`config.mk`:
```
export PLATFORM = sky130hd
export DESIGN_NAME = lazy_flags_condition_eval_top_flat
export DESIGN_NICKNAME = d
export VERILOG_FILES = /design/src/hw/rtl/lfce_pkg.sv /design/src/hw/rtl/lfce_in_if.sv /design/src/hw/rtl/lfce_out_if.sv /design/src/hw/rtl/lfce_eval.sv /design/src/hw/rtl/lazy_flags_condition_eval_top.sv /design/src/flat_wrapper.sv
export SDC_FILE = /design/constraint.sdc
export NUM_CORES = 1
export LEC_CHECK = 0
export BUFFER_PORTS_ARGS = -buffer_cell sky130_fd_sc_hd__buf_2
export CAP_MARGIN = 30
export CELL_PAD_IN_SITES_DETAIL_PLACEMENT = 0
export CELL_PAD_IN_SITES_GLOBAL_PLACEMENT = 2
export CORE_MARGIN = 2
export CORE_UTILIZATION = 38
export DETAILED_ROUTE_END_ITERATION = 10
export PLACE_DENSITY = 0.85
export SKIP_LAST_GASP = 1
export SYNTH_ARGS = -nofsm -noshare
export SYNTH_HDL_FRONTEND = slang
export SYNTH_SLANG_ARGS = --single-unit
```
`constraint.sdc`:
```
create_clock -name clk -period 5.9 [get_ports clk]
set_input_delay 0.295 -clock clk [delete_from_list [all_inputs] [get_ports clk]]
set_output_delay 0.295 -clock clk [all_outputs]
set_load 0.02 [all_outputs]
```
`src/hw/rtl/lfce_pkg.sv`:
```
// ----------------------------------------------------------------------------
// Lazy flags condition evaluator package
// Shared item types and operation codes for the condition evaluator.
// ----------------------------------------------------------------------------
`timescale 1ns / 1ps

package lfce_pkg;

  localparam int unsigned WordW = 32;

  typedef enum logic [2:0] {
    KIND_SUB   = 3'd0,
    KIND_LOGIC = 3'd1,
    KIND_ADD   = 3'd2,
    KIND_INC   = 3'd3,
    KIND_DEC   = 3'd4
  } op_kind_t;

  typedef enum logic [2:0] {
    PAIR_O  = 3'd0,
    PAIR_B  = 3'd1,
    PAIR_Z  = 3'd2,
    PAIR_BE = 3'd3,
    PAIR_S  = 3'd4,
    PAIR_P  = 3'd5,
    PAIR_L  = 3'd6,
    PAIR_LE = 3'd7
  } cond_pair_t;

  localparam logic [WordW-1:0] SignBit = 32'h8000_0000;

  typedef struct packed {
    logic [3:0]       cond_code;
    logic [2:0]       op_kind;
    logic [2:0]       op_width;
    logic [WordW-1:0] operand_a;
    logic [WordW-1:0] operand_b;
    logic [WordW-1:0] result_r;
    logic             carry_kept;
  } in_item_t;

  typedef struct packed {
    logic cond_true;
    logic handled;
  } out_item_t;

endpackage

```
`src/hw/rtl/lfce_in_if.sv`:
```
// ----------------------------------------------------------------------------
// Lazy flags condition evaluator input channel
// Valid/ready channel carrying one condition query item.
// ----------------------------------------------------------------------------
`timescale 1ns / 1ps

interface lfce_in_if;
  logic                     valid;
  logic                     ready;
  logic [3:0]               cond_code;
  logic [2:0]               op_kind;
  logic [2:0]               op_width;
  logic [lfce_pkg::WordW-1:0] operand_a;
  logic [lfce_pkg::WordW-1:0] operand_b;
  logic [lfce_pkg::WordW-1:0] result_r;
  logic                     carry_kept;

  modport source (
    output valid, cond_code, op_kind, op_width, operand_a, operand_b, result_r,
           carry_kept,
    input  ready
  );

  modport sink (
    input  valid, cond_code, op_kind, op_width, operand_a, operand_b, result_r,
           carry_kept,
    output ready
  );
endinterface

```
`src/hw/rtl/lfce_out_if.sv`:
```
// ----------------------------------------------------------------------------
// Lazy flags condition evaluator result channel
// Valid/ready channel carrying one condition result item.
// ----------------------------------------------------------------------------
`timescale 1ns / 1ps

interface lfce_out_if;
  logic valid;
  logic ready;
  logic cond_true;
  logic handled;

  modport source (
    output valid, cond_true, handled,
    input  ready
  );

  modport sink (
    input  valid, cond_true, handled,
    output ready
  );
endinterface

```
`src/hw/rtl/lfce_eval.sv`:
```
// ----------------------------------------------------------------------------
// Lazy flags condition evaluation logic
// Normalises the recorded operands and derives the requested condition.
// ----------------------------------------------------------------------------
`timescale 1ns / 1ps

module lfce_eval (
  input  lfce_pkg::in_item_t  item,
  output lfce_pkg::out_item_t res
);

  localparam int unsigned W = lfce_pkg::WordW;

  function automatic logic lt_s(input logic [W-1:0] x, input logic [W-1:0] y);
    return (x ^ lfce_pkg::SignBit) < (y ^ lfce_pkg::SignBit);
  endfunction

  function automatic logic ovf_sub(input logic [W-1:0] x, input logic [W-1:0] y,
                                   input logic [W-1:0] z);
    logic [W-1:0] t;
    t = (x ^ y) & (x ^ z);
    return t[W-1];
  endfunction

  logic [4:0]   shift_amt;
  logic [W-1:0] a_n;
  logic [W-1:0] b_n;
  logic [W-1:0] r_n;
  logic [W-1:0] one_n;
  logic [W-1:0] neg_one_n;
  logic [W-1:0] ovf;
  logic         zf;
  logic         sf;
  logic         pf;
  logic         add_cf;
  logic         add_less;
  logic         is_dec;
  logic         base_v;
  logic         known;
  lfce_pkg::cond_pair_t pair;

  always_comb begin
    case (item.op_width)
      3'd1:    shift_amt = 5'd24;
      3'd2:    shift_amt = 5'd16;
      3'd3:    shift_amt = 5'd8;
      default: shift_amt = 5'd0;
    endcase
  end

  assign a_n       = item.operand_a << shift_amt;
  assign b_n       = item.operand_b << shift_amt;
  assign r_n       = item.result_r << shift_amt;
  assign one_n     = {{(W-1){1'b0}}, 1'b1} << shift_amt;
  assign neg_one_n = {W{1'b0}} - one_n;

  assign zf       = (r_n == {W{1'b0}});
  assign sf       = r_n[W-1];
  assign pf       = ~^item.result_r[7:0];
  assign ovf      = (a_n ^ r_n) & (b_n ^ r_n);
  assign add_cf   = r_n < a_n;
  assign add_less = r_n[W-1] ^ ovf[W-1];
  assign is_dec   = (item.op_kind == lfce_pkg::KIND_DEC);
  assign pair     = lfce_pkg::cond_pair_t'(item.cond_code[3:1]);
  assign known    = (item.op_kind <= lfce_pkg::KIND_DEC);

  always_comb begin
    base_v = 1'b0;
    if (pair == lfce_pkg::PAIR_Z) begin
      base_v = zf;
    end else if (pair == lfce_pkg::PAIR_S) begin
      base_v = sf;
    end else if (pair == lfce_pkg::PAIR_P) begin
      base_v = pf;
    end else begin
      case (item.op_kind)
        lfce_pkg::KIND_SUB: begin
          case (pair)
            lfce_pkg::PAIR_O:  base_v = ovf_sub(a_n, b_n, r_n);
            lfce_pkg::PAIR_B:  base_v = a_n < b_n;
            lfce_pkg::PAIR_BE: base_v = a_n <= b_n;
            lfce_pkg::PAIR_L:  base_v = lt_s(a_n, b_n);
            default:           base_v = !lt_s(b_n, a_n);
          endcase
        end
        lfce_pkg::KIND_LOGIC: begin
          case (pair)
            lfce_pkg::PAIR_O:  base_v = 1'b0;
            lfce_pkg::PAIR_B:  base_v = 1'b0;
            lfce_pkg::PAIR_BE: base_v = zf;
            lfce_pkg::PAIR_L:  base_v = sf;
            default:           base_v = zf | sf;
          endcase
        end
        lfce_pkg::KIND_ADD: begin
          case (pair)
            lfce_pkg::PAIR_O:  base_v = ovf[W-1];
            lfce_pkg::PAIR_B:  base_v = add_cf;
            lfce_pkg::PAIR_BE: base_v = add_cf | zf;
            lfce_pkg::PAIR_L:  base_v = add_less;
            default:           base_v = add_less | zf;
          endcase
        end
        default: begin
          case (pair)
            lfce_pkg::PAIR_O:  base_v = (is_dec ? a_n : r_n) == lfce_pkg::SignBit;
            lfce_pkg::PAIR_B:  base_v = item.carry_kept;
            lfce_pkg::PAIR_BE: base_v = item.carry_kept | zf;
            lfce_pkg::PAIR_L:  base_v = is_dec ? !lt_s({W{1'b0}}, a_n)
                                               : lt_s(a_n, neg_one_n);
            default:           base_v = is_dec ? !lt_s(one_n, a_n)
                                               : !lt_s(neg_one_n, a_n);
          endcase
        end
      endcase
    end
  end

  assign res.handled   = known;
  assign res.cond_true = known & (base_v ^ item.cond_code[0]);

endmodule

```
`src/hw/rtl/lazy_flags_condition_eval_top.sv`:
```
// ----------------------------------------------------------------------------
// Lazy flags condition evaluator
// Decides an x86 condition code from a record of the last flag operation.
// ----------------------------------------------------------------------------
// The block accepts one item in every cycle. An accepted item is captured in
// an input register, evaluated by the normalising shift and the parallel
// compares, and its result is held in an output register, from which it is
// presented. A waiting result holds the output register; the input register
// still takes one more item, and the input stalls only while both registers
// are full.
`timescale 1ns / 1ps

module lazy_flags_condition_eval_top (
  input  logic          clk,
  input  logic          rst_n,
  lfce_in_if.sink       in_ch,
  lfce_out_if.source    out_ch
);

  logic                in_vld_r;
  logic                in_vld_nxt;
  lfce_pkg::in_item_t  in_item_r;
  logic                out_vld_r;
  logic                out_vld_nxt;
  lfce_pkg::out_item_t out_item_r;
  lfce_pkg::out_item_t eval_res;
  logic                out_adv;
  logic                in_take;

  assign out_adv = !out_vld_r || out_ch.ready;
  assign in_take = in_ch.valid && in_ch.ready;

  assign in_ch.ready = !in_vld_r || out_adv;

  always_comb begin
    in_vld_nxt = in_vld_r;
    if (in_ch.ready) begin
      in_vld_nxt = in_ch.valid;
    end
    out_vld_nxt = out_vld_r;
    if (out_adv) begin
      out_vld_nxt = in_vld_r;
    end
  end

  always_ff @(posedge clk) begin
    if (!rst_n) begin
      in_vld_r  <= 1'b0;
      out_vld_r <= 1'b0;
    end else begin
      in_vld_r  <= in_vld_nxt;
      out_vld_r <= out_vld_nxt;
    end
  end

  always_ff @(posedge clk) begin
    if (in_take) begin
      in_item_r.cond_code  <= in_ch.cond_code;
      in_item_r.op_kind    <= in_ch.op_kind;
      in_item_r.op_width   <= in_ch.op_width;
      in_item_r.operand_a  <= in_ch.operand_a;
      in_item_r.operand_b  <= in_ch.operand_b;
      in_item_r.result_r   <= in_ch.result_r;
      in_item_r.carry_kept <= in_ch.carry_kept;
    end
    if (out_adv && in_vld_r) begin
      out_item_r <= eval_res;
    end
  end

  lfce_eval u_eval (
    .item (in_item_r),
    .res  (eval_res)
  );

  assign out_ch.valid     = out_vld_r;
  assign out_ch.cond_true = out_item_r.cond_true;
  assign out_ch.handled   = out_item_r.handled;

endmodule

```
`src/flat_wrapper.sv`:
```
// flat-port wrapper written by rule: the top's interface ports become plain ports
module lazy_flags_condition_eval_top_flat 
  (clk, rst_n, in_ch_valid, in_ch_cond_code, in_ch_op_kind, in_ch_op_width, in_ch_operand_a, in_ch_operand_b, in_ch_result_r, in_ch_carry_kept, in_ch_ready, out_ch_valid, out_ch_cond_true, out_ch_handled, out_ch_ready);
  lfce_in_if in_ch_i ();
  lfce_out_if out_ch_i ();
  input  logic clk;
  input  logic rst_n;
  input wire logic [$bits(in_ch_i.valid)-1:0] in_ch_valid;
  input wire logic [$bits(in_ch_i.cond_code)-1:0] in_ch_cond_code;
  input wire logic [$bits(in_ch_i.op_kind)-1:0] in_ch_op_kind;
  input wire logic [$bits(in_ch_i.op_width)-1:0] in_ch_op_width;
  input wire logic [$bits(in_ch_i.operand_a)-1:0] in_ch_operand_a;
  input wire logic [$bits(in_ch_i.operand_b)-1:0] in_ch_operand_b;
  input wire logic [$bits(in_ch_i.result_r)-1:0] in_ch_result_r;
  input wire logic [$bits(in_ch_i.carry_kept)-1:0] in_ch_carry_kept;
  output wire logic [$bits(in_ch_i.ready)-1:0] in_ch_ready;
  output wire logic [$bits(out_ch_i.valid)-1:0] out_ch_valid;
  output wire logic [$bits(out_ch_i.cond_true)-1:0] out_ch_cond_true;
  output wire logic [$bits(out_ch_i.handled)-1:0] out_ch_handled;
  input wire logic [$bits(out_ch_i.ready)-1:0] out_ch_ready;
  assign in_ch_i.valid = in_ch_valid;
  assign in_ch_i.cond_code = in_ch_cond_code;
  assign in_ch_i.op_kind = in_ch_op_kind;
  assign in_ch_i.op_width = in_ch_op_width;
  assign in_ch_i.operand_a = in_ch_operand_a;
  assign in_ch_i.operand_b = in_ch_operand_b;
  assign in_ch_i.result_r = in_ch_result_r;
  assign in_ch_i.carry_kept = in_ch_carry_kept;
  assign in_ch_ready = in_ch_i.ready;
  assign out_ch_valid = out_ch_i.valid;
  assign out_ch_cond_true = out_ch_i.cond_true;
  assign out_ch_handled = out_ch_i.handled;
  assign out_ch_i.ready = out_ch_ready;
  lazy_flags_condition_eval_top u_core (.clk(clk), .rst_n(rst_n), .in_ch(in_ch_i), .out_ch(out_ch_i));
endmodule
```
# [Word level (Yosys, flattened, before mapping)]
# Cells that the tools add are included.
[op_classes] n_mux=12 shift=4 n_eq_ne=13 n_mul=0 n_addsub=1 reduce_logical=15 bitwise=16 order_cmp=10 div=0
[ops] cell="< comparator 32 bit" count=7
[ops] cell="<< shifter 32 x 5 -> 32 bit" count=3
[ops] cell="XOR 32 bit" count=3
[ops] cell="AND 32 bit" count=2
[ops] cell="== test 32 bit, second input constant" count=1
[ops] cell="less-or-equal comparator 32 bit" count=1
[ops] cell="zero test 32 bit" count=1
[ops] cell="< comparator 32 bit, first input constant" count=1
[ops] cell="two-way mux 32 bit" count=1
[ops] cell="<< shifter 1 x 5 -> 32 bit, first input constant" count=1
[ops] cell="subtractor 1 x 32 -> 32 bit, first input constant" count=1
[ops] cell="== test 3 x 2 -> 1 bit, second input constant" count=5
[ops] cell="one-hot mux 5 bit (3 select lines)" count=1
[ops] cell="== test 3 bit, second input constant" count=4
[ops] cell="one-hot mux 1 bit (4 select lines)" count=3
[ops] cell="== test 3 x 1 -> 1 bit, second input constant" count=3
[ops] cell="XNOR reduction 8 bit" count=1
[ops] cell="zero test 1 bit" count=6
[ops] cell="zero test 3 bit" count=2
[ops] cell="one-hot mux 1 bit (3 select lines)" count=2
[ops] cell="two-way mux 1 bit" count=5
[ops] cell="NOT 1 bit" count=4
[ops] cell="bitwise OR 1 bit" count=4
[ops] cell="less-or-equal comparator 3 bit, second input constant" count=1
[ops] cell="5 further kinds" count=8
[word_totals] out_inout_bits=4 n_memories=0 mem_bits_ro=0 ff_bits=111 latch_bits=0 wordCells=82 ramBits=0 inputBits=111

# [Logic depth before layout (Yosys ltp)]
[logic_depth] ltp_word=15 ltp_mapped=22

# [By module]
# Synthesis repeated with hierarchy kept, for this count alone.
[hier_totals] cells_unflattened=900 area_unflattened_um2=9170.0
[by_module_without_submodules] module="lfce_eval" cells_per_inst=782 seq_area_each_um2=0.0 area_per_inst_um2=5793.1 n_inst=1
[by_module_without_submodules] module="lazy_flags_condition_eval_top" cells_per_inst=118 seq_area_each_um2=3313.2 area_per_inst_um2=3377.0 n_inst=1

# [Worst setup path before layout]
# Ideal clock, no wire load.
[synth_path] path_type="reg2reg" start="register u_core.in_item_r[97] in the netlist's numbering" end="register u_core.out_item_r, in the netlist u_core.out_ch.cond_true (data pin)" setup_time_ps=258 t_arrival_ps=4061 stages_incl_launch_ff=21 setup_slack_ps=1581 path_cell_list="edfxtp_1 o21ba_1 buf_6 inv_4 buf_6 buf_2 buf_2 clkbuf_1 buf_1 a22oi_1 ha_1 and3_1 nand4_1 nor4b_1 nand4_1 a21oi_1 nor2_1 o21ai_0 a22oi_1 o2111a_1 mux2i_1"
[synth_lines] item="start, declared" line="lazy_flags_condition_eval_top.sv:22" text="lfce_pkg::in_item_t in_item_r;"
[synth_lines] item="end signal, assigned" line="lazy_flags_condition_eval_top.sv:67" text="out_item_r <= eval_res;"
[synth_lines] item="end, declared" line="lazy_flags_condition_eval_top.sv:25" text="lfce_pkg::out_item_t out_item_r;"

==> impl_metrics.toml <==
[critical_path]
reg2reg_slack_ns = 1.02
max_stage_delay_ns = 0.74
critPathCapture = "u_core.out_ch.cond_true"
r2r_cells = 15
cp_cell_sequence = "buf_4 -> nand3b_1 -> inv_2 -> a22oi_1 -> ha_1 -> and3_1 -> nand4_1 -> nor4b_1 -> nand4_1 -> a21oi_1 -> nor2_1 -> o21ai_0 -> a22oi_1 -> o2111a_1 -> mux2i_1"
startpoint_type = "register"
cp.required_ns = 6.02
crit_fanout = 47
cp-end-kind = "register"
cp_slowest_cell = "nor4b_1"
crit_arrival_ns = 4.99
path_class = "register to register"
reg2reg_from = "u_core.in_item_r[98]"
critPathLaunch = "u_core.in_item_r[98]"
r2r-end = "u_core.out_ch.cond_true"

[global_route]
antenna_found_initial = 0
grt_pass1_wl_mm = 38.41
grt_pass1_vias = 6570
track_usage_pct = 21.30
overflow = 0
grt_max_degree = 85

[yosys]
yosysUniqueCellTypes = 70
synth_seq_cells = 111
mappedNetlistNets = 1072
syn_area_um2 = 8591
netlist_instances = 853
synth_area_leaders = "edfxtp_1 (38%), ha_1 (16%), mux2i_1 (4.7%)"
yosys.area.top_type = "edfxtp_1"
avgSynthCellArea_um2 = 10.07
yosys_most_used_dff = "edfxtp_1"
synth-edff-count = 109
synth.top_cell.area_share_pct = 38.10
seq_area_frac_synth_pct = 38.57
synthArstFlopShare_pct = 0
yosys_warnings = 0

[clock_tree]
clk_latency_ns = 0.37
cts_hold_buf = 0
cts.repair.resized = 0
cts_buffer_depth = 2
post_cts_buffers = 0
clk_pin_slew_ns = 0.08
clock_sinks = 111
cts_tree = "yes"
htreeDepth = 3
root_buffer = "clkbuf_16"
cts_inserted_buffers = 9

[place]
dp_hpwl_mm = 19.33
place_ws_ns = 1.148
portBuffers = 114
place_congestion = 0.8790

[drt]
routed_via_density = 5.523
wl_mm = 25.07
met1_length_mm = 11.85
wl_per_cell_um = 20.25
route.detailed.drc = 0
vias = 6838
met2_length_mm = 11.50
top_layer = "met4"
wl_met3_mm = 1.059
ant_nets = 0
drt_iter0_drc = 397
drtPass1Iterations = 5

[pwr]
p_seq_share_pct = 45.2
leakagePower_nw = 4.302
peakVddDrop_uv = 151.9
p_sw_mw = 0.6995
combPwrFrac_pct = 25.8
intPower_mw = 1.462
switching_share_pct = 32.37
clock_power_share_pct = 29.0
p_per_area_nw_per_um2 = 222.3

[sta]
tns_ns = 0
hold_violations = 0
fin_skew_ns = 0.009350
rsz0062_at_grt = "false"
fin_ws_ns = 1.025
slew_violations = 0
slew_headroom_pct = 37.00
tightest_slew_ns = 0.9352
max_freq_ghz = 0.2051
min_period_over_period_pct = 82.63
setup_viol = 0
period_needed_ns = 4.875

[min_path]
hold_path.class = "input pin to register"
holdPathStages = 1

[layout]
drive_gt1_share_pct = 16.89
final_cell_mix = "buf_2 (114), edfxtp_1 (109), ha_1 (108)"
nets = 1167
register_area_um2 = 3313
antenna_cells = 0
syn_to_final_growth_pct = 13.14
final_common_cell = "buf_2"
multi_input_area_um2 = 4813
num-fill-cells = 2177

[die]
num_rows = 55
dieWidth_um = 154.4
core_area_um2 = 22430
die_y_um = 154.4
num_io_pins = 115
fp.dieArea_um2 = 23830
start_util_pct = 38.29

[run]
cap_violations = 0

[run_status]
outcome = "complete, no violations"
through the flow:
stage          hold WS (ns)  util [%]  instances  power, mW  cell area (um^2)
6_report            0.09161     43.32       1238      2.161              9719
5_1_grt             0.07704     43.32       1238      2.290              9719
4_1_cts             0.07889     43.32       1238      2.176              9719
3_5_place_dp         0.4731     41.94       1222      1.545              9409
3_3_place_gp         0.4716     41.94       1222      1.547              9409
2_1_floorplan        0.3939         -        853      1.364              8591
cell families after synthesis:
family | share of synthesized area [%]
other | 0.04365
adders and majority gates | 16.31
AOI/OAI and AO/OA | 21.09
xor gates and xnor gates | 1.427
muxes | 5.709
and+or+nand+nor | 11.42
buffers and inverters | 5.432
DFF | 38.57
state kept, by name, indices dropped and copies added, names as in the netlist:
name and cells:
u_core.in_vld_r 1, u_core.in_item_r 107, u_core.out_ch.handled 1, u_core.out_ch.cond_true 1
u_core.out_ch.valid 1
worst max-delay path: cells and delay by family, from the launching register on:
family                   cells  cell delay (ns)
AO/OA/AOI/OAI                5             1.06
AND/OR/NAND/NOR              6             1.65
multiplexers                 1             0.14
buffers and inverters        2             0.99
flip-flops                   1             0.37
adder cells (fa/ha/maj)      1             0.40
Yosys cell counts, types with 5 or more instances:
cell	n
edfxtp_1	109
ha_1	108
inv_1	67
a21oi_1	64
nand2_1	58
mux2i_1	40
a21o_1	39
nor2_1	34
o21ai_0	32
a22oi_1	27
a211oi_1	25
clkbuf_1	19
buf_2	14
nand4_1	14
xnor2_1	13
nand3_1	11
a22o_1	10
and2_1	10
nor2b_1	10
nor4_1	10
o2bb2ai_1	10
nand2b_1	9
mux2_2	8
nor3_1	8
o211ai_1	8
a31oi_1	6
maj3_1	5
nor3b_1	5
o2111ai_1	5
worst min path at each step:
stage	from	end	slack, ns
floorplan	in_ch_carry_kept	u_core.in_item_r[0]	0.39
global placement	in_ch_result_r[1]	u_core.in_item_r[2]	0.47
detailed placement	in_ch_result_r[1]	u_core.in_item_r[2]	0.47
CTS	in_ch_result_r[29]	u_core.in_item_r[30]	0.08
global route	in_ch_cond_code[0]	u_core.in_item_r[103]	0.08
finish	in_ch_operand_a[21]	u_core.in_item_r[86]	0.09
power groups by stage:
stage	clock network [mW]	logic (mW)	registers [mW]
after floorplan	0	0.399	0.965
after global placement	0	0.552	0.995
after detailed placement	0	0.552	0.993
after CTS	0.644	0.556	0.976
after global routing	0.680	0.628	0.982
final	0.627	0.557	0.977
final cells by class:
class / instances / share of cell area (%)
multi-input cells: 629 / 49.52
flip-flops and latches: 111 / 34.09
repair buffers: 125 / 6.720
well taps: 285 / 3.669
inverters: 72 / 2.806
clock buffers: 9 / 2.317
clock inverters: 7 / 0.8754
per-layer routing:
| layer | vias to the layer above | global-route usage (%) |
|---|---|---|
| met1 | 3186 | 29.56 |
| li1 | 3420 | - |
| met4 | 0 | 6.790 |
| met2 | 200 | 34.51 |
| met3 | 32 | 3.054 |
| met5 | - | 0 |
Note: power is estimated with default switching activity, not from simulation.
